File: config.mk
export PLATFORM = sky130hd
export DESIGN_NAME = wildcard_capture_matcher_top
export DESIGN_NICKNAME = d
export VERILOG_FILES = /design/src/rtl/wcm_pkg.sv /design/src/rtl/wildcard_capture_matcher_top.sv /design/src/rtl/wcm_core.sv /design/src/rtl/wcm_result_fifo.sv
export SDC_FILE = /design/constraint.sdc
export NUM_CORES = 1
export LEC_CHECK = 0
export BUFFER_PORTS_ARGS = -buffer_cell sky130_fd_sc_hd__buf_2
export CAP_MARGIN = 20
export CORE_ASPECT_RATIO = 1.1
export CORE_MARGIN = 2
export CORE_UTILIZATION = 55
export DETAILED_ROUTE_END_ITERATION = 8
export PLACE_DENSITY_LB_ADDON = 0.3
export SETUP_SLACK_MARGIN = 0.1
export SLEW_MARGIN = 20
export SYNTH_ARGS = -nofsm -noshare
export SYNTH_HDL_FRONTEND = slang
export SYNTH_HIERARCHICAL = 1
export SYNTH_SLANG_ARGS = --single-unit
File: constraint.sdc
create_clock -name clk -period 6.2 [get_ports clk]
set_input_delay 0.31 -clock clk [delete_from_list [all_inputs] [get_ports clk]]
set_output_delay 0.31 -clock clk [all_outputs]
set_load 0.1 [all_outputs]
File: src/rtl/wcm_pkg.sv
// Shared types, widths and codes for the wildcard capture matcher.
// Used by wcm_core, wcm_result_fifo and wildcard_capture_matcher_top.
// No dependencies.
package wcm_pkg;

  // Defaults for the top-level parameters
  localparam int PATTERN_MAX_DEF = 8;
  localparam int STR_MAX_DEF     = 4096;

  // Fixed field widths
  localparam int CHAR_W      = 8;
  localparam int PAT_BYTES_W = 64;
  localparam int PAT_LEN_W   = 4;
  localparam int CAP_START_W = 12;
  localparam int CAP_LEN_W   = 13;

  // Wildcard byte in the pattern
  localparam logic [CHAR_W-1:0] STAR_BYTE = 8'h2A;

  // Result kinds
  localparam logic KIND_CAPTURE = 1'b0;
  localparam logic KIND_VERDICT = 1'b1;

  // Configuration register indexes
  localparam int CFG_IDX_W = 1;
  localparam logic [CFG_IDX_W-1:0] REG_PATTERN = 1'b0;
  localparam logic [CFG_IDX_W-1:0] REG_LENGTH  = 1'b1;

  // Result queue depth: room for two results per item plus slack
  localparam int RQ_DEPTH = 4;

  typedef struct packed {
    logic [CHAR_W-1:0] char_byte;
    logic              final_byte;
    logic              empty_string;
  } item_t;

  typedef struct packed {
    logic                   kind;
    logic [CAP_START_W-1:0] capture_start;
    logic [CAP_LEN_W-1:0]   capture_length;
    logic                   matched;
    logic                   last_result;
  } res_t;

  function automatic res_t mk_capture(input logic [CAP_START_W-1:0] start,
                                      input logic [CAP_LEN_W-1:0] len);
    res_t r;
    r.kind           = KIND_CAPTURE;
    r.capture_start  = start;
    r.capture_length = len;
    r.matched        = 1'b0;
    r.last_result    = 1'b0;
    return r;
  endfunction

  function automatic res_t mk_verdict(input logic ok);
    res_t r;
    r.kind           = KIND_VERDICT;
    r.capture_start  = '0;
    r.capture_length = '0;
    r.matched        = ok;
    r.last_result    = 1'b1;
    return r;
  endfunction

endpackage

File: src/rtl/wildcard_capture_matcher_top.sv
// Top level of the wildcard capture matcher: ports, configuration registers
// and input register. Depends on wcm_pkg, wcm_core and wcm_result_fifo.
//
// Streams a string one byte per input word against a pattern of up to eight
// bytes in which '*' matches one or more bytes; matching is greedy with no
// backtracking. Each closed capture yields a (start, length) word, and the
// last byte of a string yields a verdict word with last_result set. The block
// takes one byte per cycle while the result queue has room: the word is held
// in an input register, the match step is combinational logic, and results go
// to a four-entry queue that drains one word per cycle while out_stall is low.
// A byte that both closes a capture and ends the string makes two result words,
// which leave the queue one after the other. The first result of a word reaches
// the port after passing the input register and the result queue.
// Write configuration only while no string is in flight; writes are always
// taken (cfg_ready is held high). No clearing pass after reset.
module wildcard_capture_matcher_top import wcm_pkg::*; #(
  parameter int PATTERN_MAX = PATTERN_MAX_DEF,
  parameter int STR_MAX     = STR_MAX_DEF
) (
  input  logic                   clk,
  input  logic                   rst_n,
  // input words
  input  logic                   in_valid,
  output logic                   in_stall,
  input  logic [CHAR_W-1:0]      in_char_byte,
  input  logic                   in_final_byte,
  input  logic                   in_empty_string,
  // result words
  output logic                   out_valid,
  input  logic                   out_stall,
  output logic                   out_kind,
  output logic [CAP_START_W-1:0] out_capture_start,
  output logic [CAP_LEN_W-1:0]   out_capture_length,
  output logic                   out_matched,
  output logic                   out_last_result,
  // configuration writes
  input  logic                   cfg_valid,
  output logic                   cfg_ready,
  input  logic [CFG_IDX_W-1:0]   cfg_index,
  input  logic [PAT_BYTES_W-1:0] cfg_data
);

  logic [PAT_BYTES_W-1:0] pat_r;
  logic [PAT_LEN_W-1:0]   plen_r;
  logic                   item_v_r;
  item_t                  item_r;
  logic                   room;
  logic                   fire;
  res_t                   res0, res1, out_data;
  logic [1:0]             res_n, push_n;

  assign cfg_ready = 1'b1;

  // Configuration registers
  always_ff @(posedge clk) begin
    if (!rst_n) begin
      pat_r  <= '0;
      plen_r <= '0;
    end else if (cfg_valid && cfg_ready) begin
      unique case (cfg_index)
        REG_PATTERN: pat_r  <= cfg_data;
        REG_LENGTH:  plen_r <= cfg_data[PAT_LEN_W-1:0];
        default:     ;
      endcase
    end
  end

  // Input register: refills whenever it is empty or being processed
  assign fire     = item_v_r && room;
  assign in_stall = item_v_r && !room;

  always_ff @(posedge clk) begin
    if (!rst_n) begin
      item_v_r <= 1'b0;
    end else if (!in_stall) begin
      item_v_r <= in_valid;
    end
  end

  always_ff @(posedge clk) begin
    if (in_valid && !in_stall) begin
      item_r.char_byte    <= in_char_byte;
      item_r.final_byte   <= in_final_byte;
      item_r.empty_string <= in_empty_string;
    end
  end

  wcm_core #(
    .PATTERN_MAX (PATTERN_MAX),
    .STR_MAX     (STR_MAX)
  ) u_core (
    .clk            (clk),
    .rst_n          (rst_n),
    .fire           (fire),
    .item           (item_r),
    .pattern_bytes  (pat_r),
    .pattern_length (plen_r),
    .res0           (res0),
    .res1           (res1),
    .res_n          (res_n)
  );

  assign push_n = fire ? res_n : 2'd0;

  wcm_result_fifo u_rq (
    .clk       (clk),
    .rst_n     (rst_n),
    .push0     (res0),
    .push1     (res1),
    .push_n    (push_n),
    .room      (room),
    .out_valid (out_valid),
    .out_stall (out_stall),
    .out_data  (out_data)
  );

  assign out_kind           = out_data.kind;
  assign out_capture_start  = out_data.capture_start;
  assign out_capture_length = out_data.capture_length;
  assign out_matched        = out_data.matched;
  assign out_last_result    = out_data.last_result;

  // Every end-of-string word produces at least its verdict
  a_final_verdict: assert property (@(posedge clk) disable iff (!rst_n)
    fire && (item_r.final_byte || item_r.empty_string) |-> push_n != 2'd0)
    else $error("end of string without verdict");

  // A mid-string byte yields at most one capture record
  a_mid_one: assert property (@(posedge clk) disable iff (!rst_n)
    fire && !item_r.final_byte && !item_r.empty_string |-> push_n != 2'd2)
    else $error("two results for a mid-string byte");

  // Only verdicts close a string on the output
  a_last_kind: assert property (@(posedge clk) disable iff (!rst_n)
    out_valid && out_last_result |-> out_kind == KIND_VERDICT)
    else $error("last result is not a verdict");

endmodule

File: src/rtl/wcm_core.sv
// Match state and combinational step logic of the wildcard capture matcher.
// Takes one registered word per fire and produces up to two results.
// Depends on wcm_pkg.
module wcm_core import wcm_pkg::*; #(
  parameter int PATTERN_MAX = PATTERN_MAX_DEF,
  parameter int STR_MAX     = STR_MAX_DEF
) (
  input  logic                   clk,
  input  logic                   rst_n,
  input  logic                   fire,
  input  item_t                  item,
  input  logic [PAT_BYTES_W-1:0] pattern_bytes,
  input  logic [PAT_LEN_W-1:0]   pattern_length,
  output res_t                   res0,
  output res_t                   res1,
  output logic [1:0]             res_n
);

  localparam int POS_W = $clog2(STR_MAX + 1);

  logic [PAT_LEN_W-1:0]   idx_r, idx_nxt;
  logic                   open_r, open_nxt;
  logic                   absorb_r, absorb_nxt;
  logic [CAP_START_W-1:0] begin_r, begin_nxt;
  logic [POS_W-1:0]       count_r, count_nxt;
  logic [POS_W-1:0]       pos_r, pos_nxt;
  logic                   failed_r, failed_nxt;

  logic [PAT_LEN_W-1:0] plen;
  logic [CHAR_W-1:0]    pc;
  logic                 pos_full;

  // Length above the pattern store size clamps to it
  assign plen = (pattern_length > PAT_LEN_W'(PATTERN_MAX)) ?
                PAT_LEN_W'(PATTERN_MAX) : pattern_length;
  assign pc = pattern_bytes[idx_r[2:0]*CHAR_W +: CHAR_W];
  assign pos_full = (pos_r >= POS_W'(STR_MAX));

  // One step of the greedy matcher
  always_comb begin
    idx_nxt    = idx_r;
    open_nxt   = open_r;
    absorb_nxt = absorb_r;
    begin_nxt  = begin_r;
    count_nxt  = count_r;
    pos_nxt    = pos_r;
    failed_nxt = failed_r;
    res0       = mk_verdict(1'b0);
    res1       = mk_verdict(1'b0);
    res_n      = 2'd0;

    if (item.empty_string) begin
      res0       = mk_verdict(plen == '0);
      res_n      = 2'd1;
      idx_nxt    = '0;
      open_nxt   = 1'b0;
      absorb_nxt = 1'b0;
      begin_nxt  = '0;
      count_nxt  = '0;
      pos_nxt    = '0;
      failed_nxt = 1'b0;
    end else begin
      if (!failed_r) begin
        priority if (pos_full) begin
          failed_nxt = 1'b1;
        end else if (absorb_r) begin
          count_nxt = count_r + POS_W'(1);
        end else if (idx_r >= plen) begin
          // pattern finished: only an open capture can take more bytes
          if (!open_r) begin
            failed_nxt = 1'b1;
          end else begin
            absorb_nxt = 1'b1;
            count_nxt  = count_r + POS_W'(1);
          end
        end else if (pc == STAR_BYTE) begin
          if (!open_r) begin
            open_nxt  = 1'b1;
            begin_nxt = CAP_START_W'(pos_r);
            count_nxt = POS_W'(1);
          end else begin
            count_nxt = count_r + POS_W'(1);
          end
          idx_nxt = idx_r + PAT_LEN_W'(1);
        end else if (item.char_byte == pc) begin
          // literal match closes an open capture
          if (open_r) begin
            res0      = mk_capture(begin_r, CAP_LEN_W'(count_r));
            res_n     = 2'd1;
            open_nxt  = 1'b0;
            count_nxt = '0;
          end
          idx_nxt = idx_r + PAT_LEN_W'(1);
        end else if (open_r) begin
          count_nxt = count_r + POS_W'(1);
        end else begin
          failed_nxt = 1'b1;
        end
      end
      if (!pos_full) begin
        pos_nxt = pos_r + POS_W'(1);
      end

      // End of string: trailing capture, then verdict
      if (item.final_byte) begin
        if (!failed_nxt && idx_nxt < plen) begin
          failed_nxt = 1'b1;
        end
        if (!failed_nxt && open_nxt) begin
          res0  = mk_capture(begin_nxt, CAP_LEN_W'(count_nxt));
          res_n = 2'd1;
        end
        if (res_n == 2'd1) begin
          res1  = mk_verdict(!failed_nxt);
          res_n = 2'd2;
        end else begin
          res0  = mk_verdict(!failed_nxt);
          res_n = 2'd1;
        end
        idx_nxt    = '0;
        open_nxt   = 1'b0;
        absorb_nxt = 1'b0;
        begin_nxt  = '0;
        count_nxt  = '0;
        pos_nxt    = '0;
        failed_nxt = 1'b0;
      end
    end
  end

  // State registers advance once per processed word
  always_ff @(posedge clk) begin
    if (!rst_n) begin
      idx_r    <= '0;
      open_r   <= 1'b0;
      absorb_r <= 1'b0;
      begin_r  <= '0;
      count_r  <= '0;
      pos_r    <= '0;
      failed_r <= 1'b0;
    end else if (fire) begin
      idx_r    <= idx_nxt;
      open_r   <= open_nxt;
      absorb_r <= absorb_nxt;
      begin_r  <= begin_nxt;
      count_r  <= count_nxt;
      pos_r    <= pos_nxt;
      failed_r <= failed_nxt;
    end
  end

  // Absorbing the tail always implies an open capture
  a_absorb_open: assert property (@(posedge clk) disable iff (!rst_n)
    absorb_r |-> open_r)
    else $error("absorb without open capture");

  // Position saturates at the string limit
  a_pos_bound: assert property (@(posedge clk) disable iff (!rst_n)
    pos_r <= POS_W'(STR_MAX))
    else $error("string position past limit");

  // When a word yields two results, the capture record comes before the verdict
  a_last_verdict: assert property (@(posedge clk) disable iff (!rst_n)
    fire && res_n == 2'd2 |-> res0.kind == KIND_CAPTURE && res1.kind == KIND_VERDICT)
    else $error("bad result order");

endmodule

File: src/rtl/wcm_result_fifo.sv
// Small result queue between the match step and the output channel.
// Accepts up to two results per cycle, drains one per cycle while out_stall is low.
// Depends on wcm_pkg.
module wcm_result_fifo import wcm_pkg::*; (
  input  logic       clk,
  input  logic       rst_n,
  input  res_t       push0,
  input  res_t       push1,
  input  logic [1:0] push_n,
  output logic       room,
  output logic       out_valid,
  input  logic       out_stall,
  output res_t       out_data
);

  localparam int PTR_W = $clog2(RQ_DEPTH);
  localparam int CNT_W = $clog2(RQ_DEPTH + 1);

  res_t             mem_r [RQ_DEPTH];
  logic [PTR_W-1:0] wp_r, wp_nxt;
  logic [PTR_W-1:0] rp_r, rp_nxt;
  logic [CNT_W-1:0] cnt_r, cnt_nxt;
  logic             pop;

  assign out_valid = (cnt_r != '0);
  assign out_data  = mem_r[rp_r];
  assign pop       = out_valid && !out_stall;
  // Room for a two-result word regardless of this cycle's pop
  assign room      = (cnt_r <= CNT_W'(RQ_DEPTH - 2));

  assign wp_nxt  = wp_r + PTR_W'(push_n);
  assign rp_nxt  = rp_r + PTR_W'(pop);
  assign cnt_nxt = cnt_r + CNT_W'(push_n) - CNT_W'(pop);

  // Storage
  always_ff @(posedge clk) begin
    if (push_n != 2'd0) begin
      mem_r[wp_r] <= push0;
    end
    if (push_n == 2'd2) begin
      mem_r[wp_r + PTR_W'(1)] <= push1;
    end
  end

  // Pointers and fill count
  always_ff @(posedge clk) begin
    if (!rst_n) begin
      wp_r  <= '0;
      rp_r  <= '0;
      cnt_r <= '0;
    end else begin
      wp_r  <= wp_nxt;
      rp_r  <= rp_nxt;
      cnt_r <= cnt_nxt;
    end
  end

  a_no_overflow: assert property (@(posedge clk) disable iff (!rst_n)
    cnt_r <= CNT_W'(RQ_DEPTH))
    else $error("result queue overflow");

  a_push_room: assert property (@(posedge clk) disable iff (!rst_n)
    push_n != 2'd0 |-> room)
    else $error("push without room");

  a_ptr_track: assert property (@(posedge clk) disable iff (!rst_n)
    cnt_r == '0 |-> wp_r == rp_r)
    else $error("pointers disagree with empty queue");

endmodule
==> flow_metrics.tcl, run 1 <==
set metrics [dict create \
    route.detailed.drc 0 \
    power_per_cell_area_mw_per_mm2 284 \
    final_layout_size_suffix_gt1_frac 0.258 \
    num-nets-final 1380 \
    die_height_um 167 \
    globalRouteMet2Util 0.417 \
    numCtsBuffers 25 \
    die_area_mm2 0.0254 \
    timing_hold_violations_final 0 \
    grt_use_total 0.237 \
    worstSetupStartpointType "flop" \
    post_synth_num_cell_types 72 \
    ant_nets 0 \
    grt_setup_unrepaired "false" \
    areaGrowthSynthToFinish_pct 10.9 \
    filler_cell_count 1911 \
    grt-busiest-layer "met2" \
    type_of_the_setup_path_with_the_least_slack "flop to flop" \
    synthFlopType "sky130_fd_sc_hd__edfxtp_1" \
    gp_routability_congestion 0.884 \
    layout.cells.most_common_list "sky130_fd_sc_hd__nand2_1, sky130_fd_sc_hd__edfxtp_1, sky130_fd_sc_hd__dfxtp_1" \
    most_common_cell_after_layout_fill_and_taps_aside "sky130_fd_sc_hd__nand2_1" \
    grt_use_met1 0.308 \
    use_met3 0.0267 \
    setup_tns_ps 0 \
    yosysSeqAreaShare 0.457 \
    max_vdd_drop_v 0.000204 \
    ys_async_sr_fraction 0 \
    clk_latency_ps 520 \
    final.setup_skew_ps 9.95 \
    worstMarginPinSlew_ps 1070 \
    post_synth_inst_count 1191 \
    cts_sinks 243 \
    tritoncts "yes" \
    setup_viol_count_final 0 \
    placeable_area_mm2 0.0237 \
    clk_pin_slew_ps 60 \
    initial_cell_density_of_the_core 0.561 \
    period_share 0.928 \
    wl_mm 30.7 \
    io_buffer_count 109 \
    viasPerCell 5.94 \
    grt_first_pass_wirelength_mm 49.3 \
    floorplan.io_pins 111 \
    cts_root_buffer "sky130_fd_sc_hd__clkbuf_16" \
    detailedRoute.firstIterationViolations 652 \
    vias_in_the_first_global_route 9438 \
    run_status "finished clean" \
    grt_max_degree 108 \
    fmax_ghz 0.174 \
    n_antenna_cell 0 \
    worst_ep_required_time_ps 6470 \
    finish.instance_area_mm2 0.0147 \
    timing.max_slew.rel_slack 0.289 \
    vias 9535 \
    post-route-worst-setup-slack_ps 445 \
    place_area_mm2 0.0138 \
    drt_first_pass_iters 6 \
    dieWidth_um 152 \
    globalRouteOverflowTotal 0 \
    detailed_place_hpwl_mm 20.8 \
    drv_slew 0 \
    pre_cts_ws_ps 308 \
    worst_min_path_class "input port to flop" \
    worst-endpoint-arrival_ps 6030 \
    crit_path_max_fanout 19 \
    period_minus_slack_ps 5760 \
    total_leakage_power_nw 5.55 \
    max-cap-violations 0 \
    synth_area_mm2 0.0133 \
    synth.avg_cell_area_um2 11.2 \
    yosysWarningCount 6 \
    antenna_violations_before_repair 0 \
    wire_length_per_cell_um 19.1 \
    core.rowCount 59 \
    cts-root-to-sink-buffers 3 \
    synth_edf_count 122 \
    yosys_register_bits 243 \
    htree_num_levels 1 \
    cp-end-kind "flop" \
]
state kept, by name, indices dropped and copies added (netlist names), 4 cells and up:
register and count:
plen_r 4, u_core/idx_r 4, u_core/pos_r 13, u_core/count_r 13
item_r 10, u_rq/mem_r 112, u_core/begin_r 12, pat_r 64
cell usage after synthesis (7+ instances only):
cell type	number	area, µm²
sky130_fd_sc_hd__a21o_1	7	52.6
sky130_fd_sc_hd__a21oi_1	41	205
sky130_fd_sc_hd__a22o_1	9	78.8
sky130_fd_sc_hd__a22oi_1	25	188
sky130_fd_sc_hd__a31oi_1	8	50.1
sky130_fd_sc_hd__and2_1	8	50.1
sky130_fd_sc_hd__and3_1	12	75.1
sky130_fd_sc_hd__buf_12	7	140
sky130_fd_sc_hd__buf_2	17	85.1
sky130_fd_sc_hd__buf_4	41	308
sky130_fd_sc_hd__buf_6	10	113
sky130_fd_sc_hd__clkbuf_1	32	120
sky130_fd_sc_hd__dfxtp_1	121	2420
sky130_fd_sc_hd__edfxtp_1	122	3660
sky130_fd_sc_hd__ha_1	17	213
sky130_fd_sc_hd__inv_1	19	71.3
sky130_fd_sc_hd__mux2_2	93	1050
sky130_fd_sc_hd__mux2_4	21	315
sky130_fd_sc_hd__mux2i_1	93	931
sky130_fd_sc_hd__mux4_2	34	766
sky130_fd_sc_hd__nand2_1	171	642
sky130_fd_sc_hd__nand3_1	22	110
sky130_fd_sc_hd__nand4_1	16	100
sky130_fd_sc_hd__nor2_1	63	236
sky130_fd_sc_hd__nor2b_1	13	81.3
sky130_fd_sc_hd__nor3_1	16	80.1
sky130_fd_sc_hd__o21a_1	10	75.1
sky130_fd_sc_hd__o21ai_0	22	110
sky130_fd_sc_hd__o31ai_1	16	120
sky130_fd_sc_hd__or3_1	8	50.1
sky130_fd_sc_hd__xnor2_1	11	96.3
sky130_fd_sc_hd__xor2_1	8	70.1
cells by family (layout without fill, tap and decap cells):
kind of cell,count (synthesis),in the layout,share of synthesized area
other,3,28,0.000846
DFF,243,243,0.457
muxes,241,241,0.230
xor gates and xnor gates,19,19,0.0125
adders and majority gates,18,18,0.0175
buffers and inverters,128,213,0.0636
and+or+nand+nor,359,359,0.126
AOI/OAI and AO/OA,180,180,0.0926
final cells by class:
class / count / area [µm²] / area share
inverter: 20 / 75.1 / 0.00509
tap: 305 / 382 / 0.0259
sequential: 243 / 6090 / 0.413
multi-input combinational: 845 / 6490 / 0.440
timing repair buffer: 147 / 933 / 0.0633
clock inverter: 15 / 119 / 0.00806
clock buffer: 31 / 658 / 0.0446
power by group:
| group | total (W) | leakage [nW] | switching (W) | internal [W] |
|---|---|---|---|---|
| combinational | 0.000937 | 2.93 | 0.000682 | 0.000256 |
| clock | 0.00144 | 0.374 | 0.000604 | 0.000832 |
| sequential | 0.00181 | 2.24 | 0.0000657 | 0.00174 |
timing repair:
action / 4_1_cts / 5_1_grt
endpoints found under the hold margin: 10 / 0
endpoints found under the setup margin: 0 / 79
setup buffers: 0 / 2
gates resized for setup: 0 / 3
hold buffers: 10 / 0
metrics by stage:
step	cells	power, W	util	hold slack [ps]
6_report	1606	0.00418	0.622	28.5
5_1_grt	1606	0.00433	0.622	21.2
4_1_cts	1604	0.00421	0.620	13.2
3_5_place_dp	1548	0.00277	0.583	448
3_3_place_gp	1547	0.00274	0.583	446
2_1_floorplan	1216	0.00259	-	409
critical path, stage by stage, from the launching register on:
cell	delay [ps]
sky130_fd_sc_hd__dfxtp_4	440
sky130_fd_sc_hd__mux4_2	520
sky130_fd_sc_hd__mux2i_1	260
sky130_fd_sc_hd__xor2_1	170
sky130_fd_sc_hd__o2111ai_1	160
sky130_fd_sc_hd__or4_4	610
sky130_fd_sc_hd__a21oi_2	300
sky130_fd_sc_hd__mux2_2	390
sky130_fd_sc_hd__ha_1	290
sky130_fd_sc_hd__o311ai_1	120
sky130_fd_sc_hd__o21a_1	220
sky130_fd_sc_hd__o31a_1	340
sky130_fd_sc_hd__a211o_1	290
sky130_fd_sc_hd__and3_1	190
sky130_fd_sc_hd__buf_4	160
sky130_fd_sc_hd__nor4_4	240
sky130_fd_sc_hd__buf_4	400
sky130_fd_sc_hd__mux2_2	390
path summary, 6_finish.rpt:
check / from / end / slack, ps / cells after the start
max: u_core/idx_r[0] / u_rq/mem_r[1][3] / 440 / 17
min: cfg_data[41] / pat_r[41] / 30 / 3
min reg2reg: pat_r[0] / pat_r[0] / 460 / 2
max reg2reg: u_core/idx_r[0] / u_rq/mem_r[1][3] / 440 / 17
layer usage:
layer / routed length, µm / share of wire / vias to the layer above
met4: 832 / 0.027 / 0
met1: 12800 / 0.42 / 4610
met2: 15400 / 0.50 / 341
met5: 0 / 0 / -
li1: - / - / 4523
met3: 1690 / 0.055 / 61
Power figures use the tool's default switching activity.
==> run 2: changes to the inputs <==
--- a/config.mk
+++ b/config.mk
@@ -5,6 +5,7 @@
 export SDC_FILE = /design/constraint.sdc
 export NUM_CORES = 1
 export LEC_CHECK = 0
+export ABC_AREA = 1
 export BUFFER_PORTS_ARGS = -buffer_cell sky130_fd_sc_hd__buf_2
 export CAP_MARGIN = 20
 export CORE_ASPECT_RATIO = 1.1
==> constraint.sdc (replaced) <==
create_clock -name clk -period 5.2 [get_ports clk]
set_input_delay 0.26 -clock clk [delete_from_list [all_inputs] [get_ports clk]]
set_output_delay 0.26 -clock clk [all_outputs]
set_load 0.1 [all_outputs]
==> flow_metrics.tcl, run 2 <==
set metrics [dict create \
    setup_viol_count_final 0 \
    place_area_mm2 0.0148 \
    power_per_cell_area_mw_per_mm2 356 \
    floorplan.io_pins 111 \
    most_common_cell_after_layout_fill_and_taps_aside "sky130_fd_sc_hd__nand2_1" \
    min_delay_src "cfg_data[1]" \
    fmax_ghz 0.213 \
    finalPower_w 0.00562 \
    die_height_um 174 \
    vias 12700 \
    grt_max_degree 76 \
    critical_path.max_stage_delay_ps 480 \
    synthDominantAreaCellType "sky130_fd_sc_hd__edfxtp_1" \
    dp.cells 2310 \
    areaGrowthSynthToFinish_pct 9.94 \
    cts_root_buffer "sky130_fd_sc_hd__clkbuf_16" \
    run_status "finished clean" \
    crit_top_cell "sky130_fd_sc_hd__nand2_1" \
    synth_top_area_share 0.255 \
    largest_register "u_rq/mem_r" \
    layout.cells.most_common_list "sky130_fd_sc_hd__nand2_1, sky130_fd_sc_hd__nor2_1, sky130_fd_sc_hd__inv_1" \
    detailedRoute.firstIterationViolations 913 \
    post_synth_inst_count 1942 \
    synth.avg_cell_area_um2 7.40 \
    ys_async_sr_fraction 0 \
    core.rowCount 62 \
    worstMarginPinSlew_ps 1120 \
    crit_slowest_cell "sky130_fd_sc_hd__dfxtp_1" \
    numCtsBuffers 26 \
    cts-root-to-sink-buffers 3 \
    timing_hold_violations_final 0 \
    placeable_area_mm2 0.0259 \
    largest_register_ff_count 112 \
    viasPerCell 5.36 \
    setup.worst_path.start "u_core/idx_r[1]" \
    synth_edf_count 122 \
    yosysWarningCount 6 \
    max_vdd_drop_v 0.000298 \
    period_minus_slack_ps 4680 \
    route.detailed.drc 0 \
    cp-end-kind "flop" \
    crit_path_max_fanout 16 \
    vias_in_the_first_global_route 11900 \
    grt_first_pass_wirelength_mm 58.1 \
    worstSetupStartpointType "flop" \
    drt_first_pass_iters 7 \
    type_of_the_setup_path_with_the_least_slack "flop to flop" \
    drv_slew 0 \
    period_share 0.901 \
    max-cap-violations 0 \
    worst-endpoint-arrival_ps 5110 \
    regToRegStartpoint "u_core/idx_r[1]" \
    detailed_place_hpwl_mm 24.2 \
    worst_min_path_class "input port to flop" \
    top_area_cells_in_the_synthesized_netlist "sky130_fd_sc_hd__edfxtp_1, sky130_fd_sc_hd__dfxtp_1, sky130_fd_sc_hd__nand2_1" \
    htree_num_levels 1 \
    io_buffer_count 109 \
    total_leakage_power_nw 6.55 \
    tritoncts "yes" \
    yosysSeqAreaShare 0.424 \
    wire_length_per_cell_um 15.1 \
    final_cells 2375 \
    cts_sinks 243 \
    synth.cells.most_frequent "sky130_fd_sc_hd__nand2_1, sky130_fd_sc_hd__nor2_1, sky130_fd_sc_hd__inv_1" \
    worst_ep_required_time_ps 5620 \
    wl_mm 35.9 \
    initial_cell_density_of_the_core 0.555 \
    post_synth_num_cell_types 56 \
    yosys_register_bits 243 \
    clk_pin_slew_ps 60 \
    final_layout_size_suffix_gt1_frac 0.138 \
    grt_setup_unrepaired "false" \
    synthFlopType "sky130_fd_sc_hd__edfxtp_1" \
    die_area_mm2 0.0274 \
    dieWidth_um 158 \
    largestRegisters "u_rq/mem_r: 112 flops, pat_r: 64 flops" \
    globalRouteOverflowTotal 0 \
    antenna_violations_before_repair 0 \
    timing.max_slew.rel_slack 0.255 \
    synth_area_mm2 0.0144 \
    ant_nets 0 \
    clk_latency_ps 530 \
    setup_slack_reg_to_reg_ps 520 \
    n_antenna_cell 0 \
    gp_routability_congestion 0.889 \
    num-nets-final 2101 \
    finish.instance_area_mm2 0.0158 \
    final.setup_skew_ps 12.9 \
    grt_use_total 0.261 \
    synthMostInstantiatedCell "sky130_fd_sc_hd__nand2_1" \
]
==> run 2: cell type report <==
type	count	area, µm²
Timing Repair Buffer	153	967
Clock inverter	10	81.3
Tap cell	352	440
Inverter	216	821
Sequential cell	243	6090
Fill cell	2328	10100
Multi-Input combinational cell	1363	6670
Clock buffer	38	727
==> run 2: timing repair <==
action | in CTS | in global routing
hold buffers | 10 | 0
setup buffers | 0 | 6
hold endpoints to repair | 10 | 0
setup endpoints to repair | 0 | 166
gates resized for setup | 0 | 11
==> run 2: layer usage <==
layer | track usage | part of all wire | vias to the layer above
li1 | - | - | 6380
met1 | 0.336 | 0.42 | 5880
met2 | 0.455 | 0.49 | 410
met3 | 0.0288 | 0.062 | 65
met4 | 0.0860 | 0.025 | 0
met5 | 0 | 0 | -
==> run 2: where the power goes <==
part	total (W)	switching [W]	leakage [nW]	internal [W]
logic	0.00168	0.00137	4.01	0.000308
registers	0.00217	0.0000732	2.15	0.00210
clock network	0.00177	0.000753	0.391	0.00102
total	0.00562	0.00220	6.55	0.00342
==> run 2: path summary, 6_finish.rpt <==
| path | end | depth (start not counted) |
|---|---|---|
| hold / removal | plen_r[1] | 3 |
| hold reg to reg | plen_r[1] | 2 |
| setup reg to reg | u_rq/cnt_r[2] | 33 |
| setup / recovery | u_rq/cnt_r[2] | 33 |
==> run 2: cell families (layout without fill, tap and decap cells) <==
logic type      count (synthesis)  after routing  synth area share
compound gates                329            329             0.138
xor+xnor                       13             13           0.00792
fa+ha+maj                      18             18            0.0162
buf+inv                       361            417             0.124
flops                         243            243             0.424
other cells                     3             28          0.000784
simple gates                  975            975             0.289
==> run 2: worst max-delay path: cells and delay by family (launching register included) <==
kind | cells | cell delay [ps]
buffers and inverters | 7 | 740
and+or+nand+nor | 20 | 1760
xor gates and xnor gates | 2 | 370
adders and majority gates | 3 | 1000
AOI/OAI and AO/OA | 1 | 230
DFF | 1 | 480
==> run 2: per-stage QoR <==
stage / setup slack [ps] / setup TNS, ps / hold slack (ps) / utilization
floorplan: -334 / -37360 / 353 / -
global placement: 444 / 0 / 438 / 0.570
detailed placement: 366 / 0 / 439 / 0.570
CTS: 337 / 0 / 10.2 / 0.605
global route: 104 / 0 / 19.4 / 0.610
finish: 516 / 0 / 21.2 / 0.610
==> run 3: changes to the inputs <==
--- a/config.mk
+++ b/config.mk
@@ -8,7 +8,6 @@
 export ABC_AREA = 1
 export BUFFER_PORTS_ARGS = -buffer_cell sky130_fd_sc_hd__buf_2
 export CAP_MARGIN = 20
-export CORE_ASPECT_RATIO = 1.1
 export CORE_MARGIN = 2
 export CORE_UTILIZATION = 55
 export DETAILED_ROUTE_END_ITERATION = 8
==> flow_metrics.tcl, run 3 (synthesis results as in run 2) <==
set metrics [dict create \
    p_sw_w 0.00221 \
    clk_latency_ps 540 \
    final_cells 2356 \
    max-cap-violations 0 \
    viasPerCell 5.41 \
    timing.max_slew.rel_slack 0.326 \
    die_height_um 166 \
    wire_length_per_cell_um 15.0 \
    layout.cells.most_common_list "sky130_fd_sc_hd__nand2_1, sky130_fd_sc_hd__nor2_1, sky130_fd_sc_hd__inv_1" \
    htree_num_levels 1 \
    crit_path_max_fanout 28 \
    largestRegisters "u_rq/mem_r: 112 flops, pat_r: 64 flops" \
    core.rowCount 59 \
    floorplan.io_pins 111 \
    period_share 0.911 \
    detailedRoute.firstIterationViolations 1239 \
    num-nets-final 2099 \
    n_antenna_cell 0 \
    initial_cell_density_of_the_core 0.556 \
    power_per_cell_area_mw_per_mm2 360 \
    power_frac_clock 0.324 \
    gp_routability_congestion 0.926 \
    setup_slack_reg_to_reg_ps 460 \
    vias_in_the_first_global_route 11900 \
    most_common_cell_after_layout_fill_and_taps_aside "sky130_fd_sc_hd__nand2_1" \
    setup_viol_count_final 0 \
    largest_register "u_rq/mem_r" \
    worstSetupStartpointType "flop" \
    antenna_violations_before_repair 0 \
    internal_power_w 0.00347 \
    grt_first_pass_wirelength_mm 58.1 \
    largest_register_ff_count 112 \
    period_minus_slack_ps 4740 \
    final.setup_skew_ps 20.2 \
    drv_slew 0 \
    type_of_the_setup_path_with_the_least_slack "flop to flop" \
    cts-root-to-sink-buffers 3 \
    detailed_place_hpwl_mm 23.2 \
    layout.area.seq_mm2 0.00609 \
    share_comb_of_total_power 0.297 \
    cts_sinks 243 \
    timing_hold_violations_final 0 \
    worstMarginPinSlew_ps 1010 \
    total_leakage_power_nw 6.55 \
    cts_root_buffer "sky130_fd_sc_hd__clkbuf_16" \
    sequentialPowerShare 0.379 \
    worst-endpoint-arrival_ps 4950 \
    netSwitchingFraction 0.389 \
    areaGrowthSynthToFinish_pct 9.85 \
    ant_nets 0 \
    globalRouteOverflowTotal 0 \
    cp-end-kind "flop" \
    numCtsBuffers 26 \
    dp.cells 2292 \
    multi_input_area_mm2 0.00666 \
    run_status "finished clean" \
    route.detailed.drc 0 \
    clk_pin_slew_ps 60 \
    io_buffer_count 109 \
    placeable_area_mm2 0.0258 \
    filler_cell_count 2328 \
    grt_max_degree 75 \
    dieWidth_um 166 \
    drt_first_pass_iters 6 \
    hold_slack_ps 17.8 \
    worst_ep_required_time_ps 5420 \
    grt_use_total 0.252 \
    max_vdd_drop_v 0.000420 \
    worst_min_path_class "input port to flop" \
    final_layout_size_suffix_gt1_frac 0.136 \
    grt_setup_unrepaired "true" \
    wl_mm 35.5 \
    tritoncts "yes" \
    vias 12700 \
    die_area_mm2 0.0274 \
    fmax_ghz 0.211 \
]
==> run 3: cell types whose count changed in the layout (fill, tap and decap cells not counted), sizes merged <==
cell         change
buf              -6
dlygate4sd3      +4
clkinv           +1
inv              -2
clkbuf           -2
bufinv           +1
clkinvlp         +2
==> run 3: worst paths after layout <==
| kind | start | endpoint | depth (start not counted) |
|---|---|---|---|
| worst max register to register | plen_r[3] | u_rq/mem_r[1][22] | 27 |
| worst min-delay path | cfg_data[28] | pat_r[28] | 5 |
| worst min register to register | u_core/begin_r[5] | u_core/begin_r[5] | 2 |
| worst max-delay path | plen_r[3] | u_rq/mem_r[1][22] | 27 |
==> run 3: power groups by stage <==
stage	clock network, W	logic, W	registers (W)
3_5_place_dp	0	0.00166	0.00220
5_1_grt	0.00195	0.00180	0.00216
3_3_place_gp	0	0.00164	0.00219
4_1_cts	0.00187	0.00167	0.00216
2_1_floorplan	0	0.00139	0.00217
6_report	0.00184	0.00169	0.00215
==> run 3: timing repair <==
| action | 4_1_cts | 5_1_grt |
|---|---|---|
| hold endpoints to repair | 14 | 0 |
| setup buffers | 0 | 0 |
| hold buffers | 14 | 0 |
| gates resized for setup | 0 | 16 |
| endpoints found under the setup margin | 0 | 215 |
==> run 3: routing by layer <==
layer / up-vias / part of all wire / global-route usage
li1: 6365 / - / -
met1: 5812 / 0.43 / 0.333
met2: 502 / 0.47 / 0.430
met3: 64 / 0.069 / 0.0330
met4: 0 / 0.023 / 0.0809
met5: - / 0 / 0
==> run 3: final cells by class <==
cell class	instances	area share
Tap cell	335	0.0266
Inverter	216	0.0518
Multi-Input combinational cell	1363	0.422
Timing Repair Buffer	151	0.0600
Sequential cell	243	0.386
Clock inverter	12	0.00832
Clock buffer	36	0.0455
==> run 3: through the flow <==
step | power (W) | TNS (ps) | setup WS (ps) | area [µm²] | utilization
2_1_floorplan | 0.00356 | -37360 | -334 | 14500 | -
5_1_grt | 0.00591 | 0 | 37.6 | 15800 | 0.611
4_1_cts | 0.00570 | 0 | 324 | 15700 | 0.608
3_5_place_dp | 0.00386 | 0 | 324 | 14700 | 0.569
3_3_place_gp | 0.00384 | 0 | 453 | 14700 | 0.569
6_report | 0.00568 | 0 | 462 | 15800 | 0.611
==> run 3: critical path, stage by stage (launching register included) <==
cell	delay, ps
sky130_fd_sc_hd__dfxtp_1	320
sky130_fd_sc_hd__inv_1	130
sky130_fd_sc_hd__nand2_1	100
sky130_fd_sc_hd__ha_1	340
sky130_fd_sc_hd__inv_1	70
sky130_fd_sc_hd__nor2_1	40
sky130_fd_sc_hd__o21ai_1	110
sky130_fd_sc_hd__nand2_1	100
sky130_fd_sc_hd__a31oi_4	200
sky130_fd_sc_hd__nand2_1	110
sky130_fd_sc_hd__nor2_2	190
sky130_fd_sc_hd__nand2_1	100
sky130_fd_sc_hd__inv_1	110
sky130_fd_sc_hd__nand4_1	110
sky130_fd_sc_hd__xor2_1	150
sky130_fd_sc_hd__inv_1	70
sky130_fd_sc_hd__ha_1	290
sky130_fd_sc_hd__a21oi_1	340
sky130_fd_sc_hd__nand2_2	130
sky130_fd_sc_hd__nand3_1	140
sky130_fd_sc_hd__nand2_1	80
sky130_fd_sc_hd__a22oi_1	140
sky130_fd_sc_hd__inv_1	60
sky130_fd_sc_hd__nor2_1	90
sky130_fd_sc_hd__buf_4	170
sky130_fd_sc_hd__nor2_1	170
sky130_fd_sc_hd__o31ai_4	230
sky130_fd_sc_hd__buf_6	310
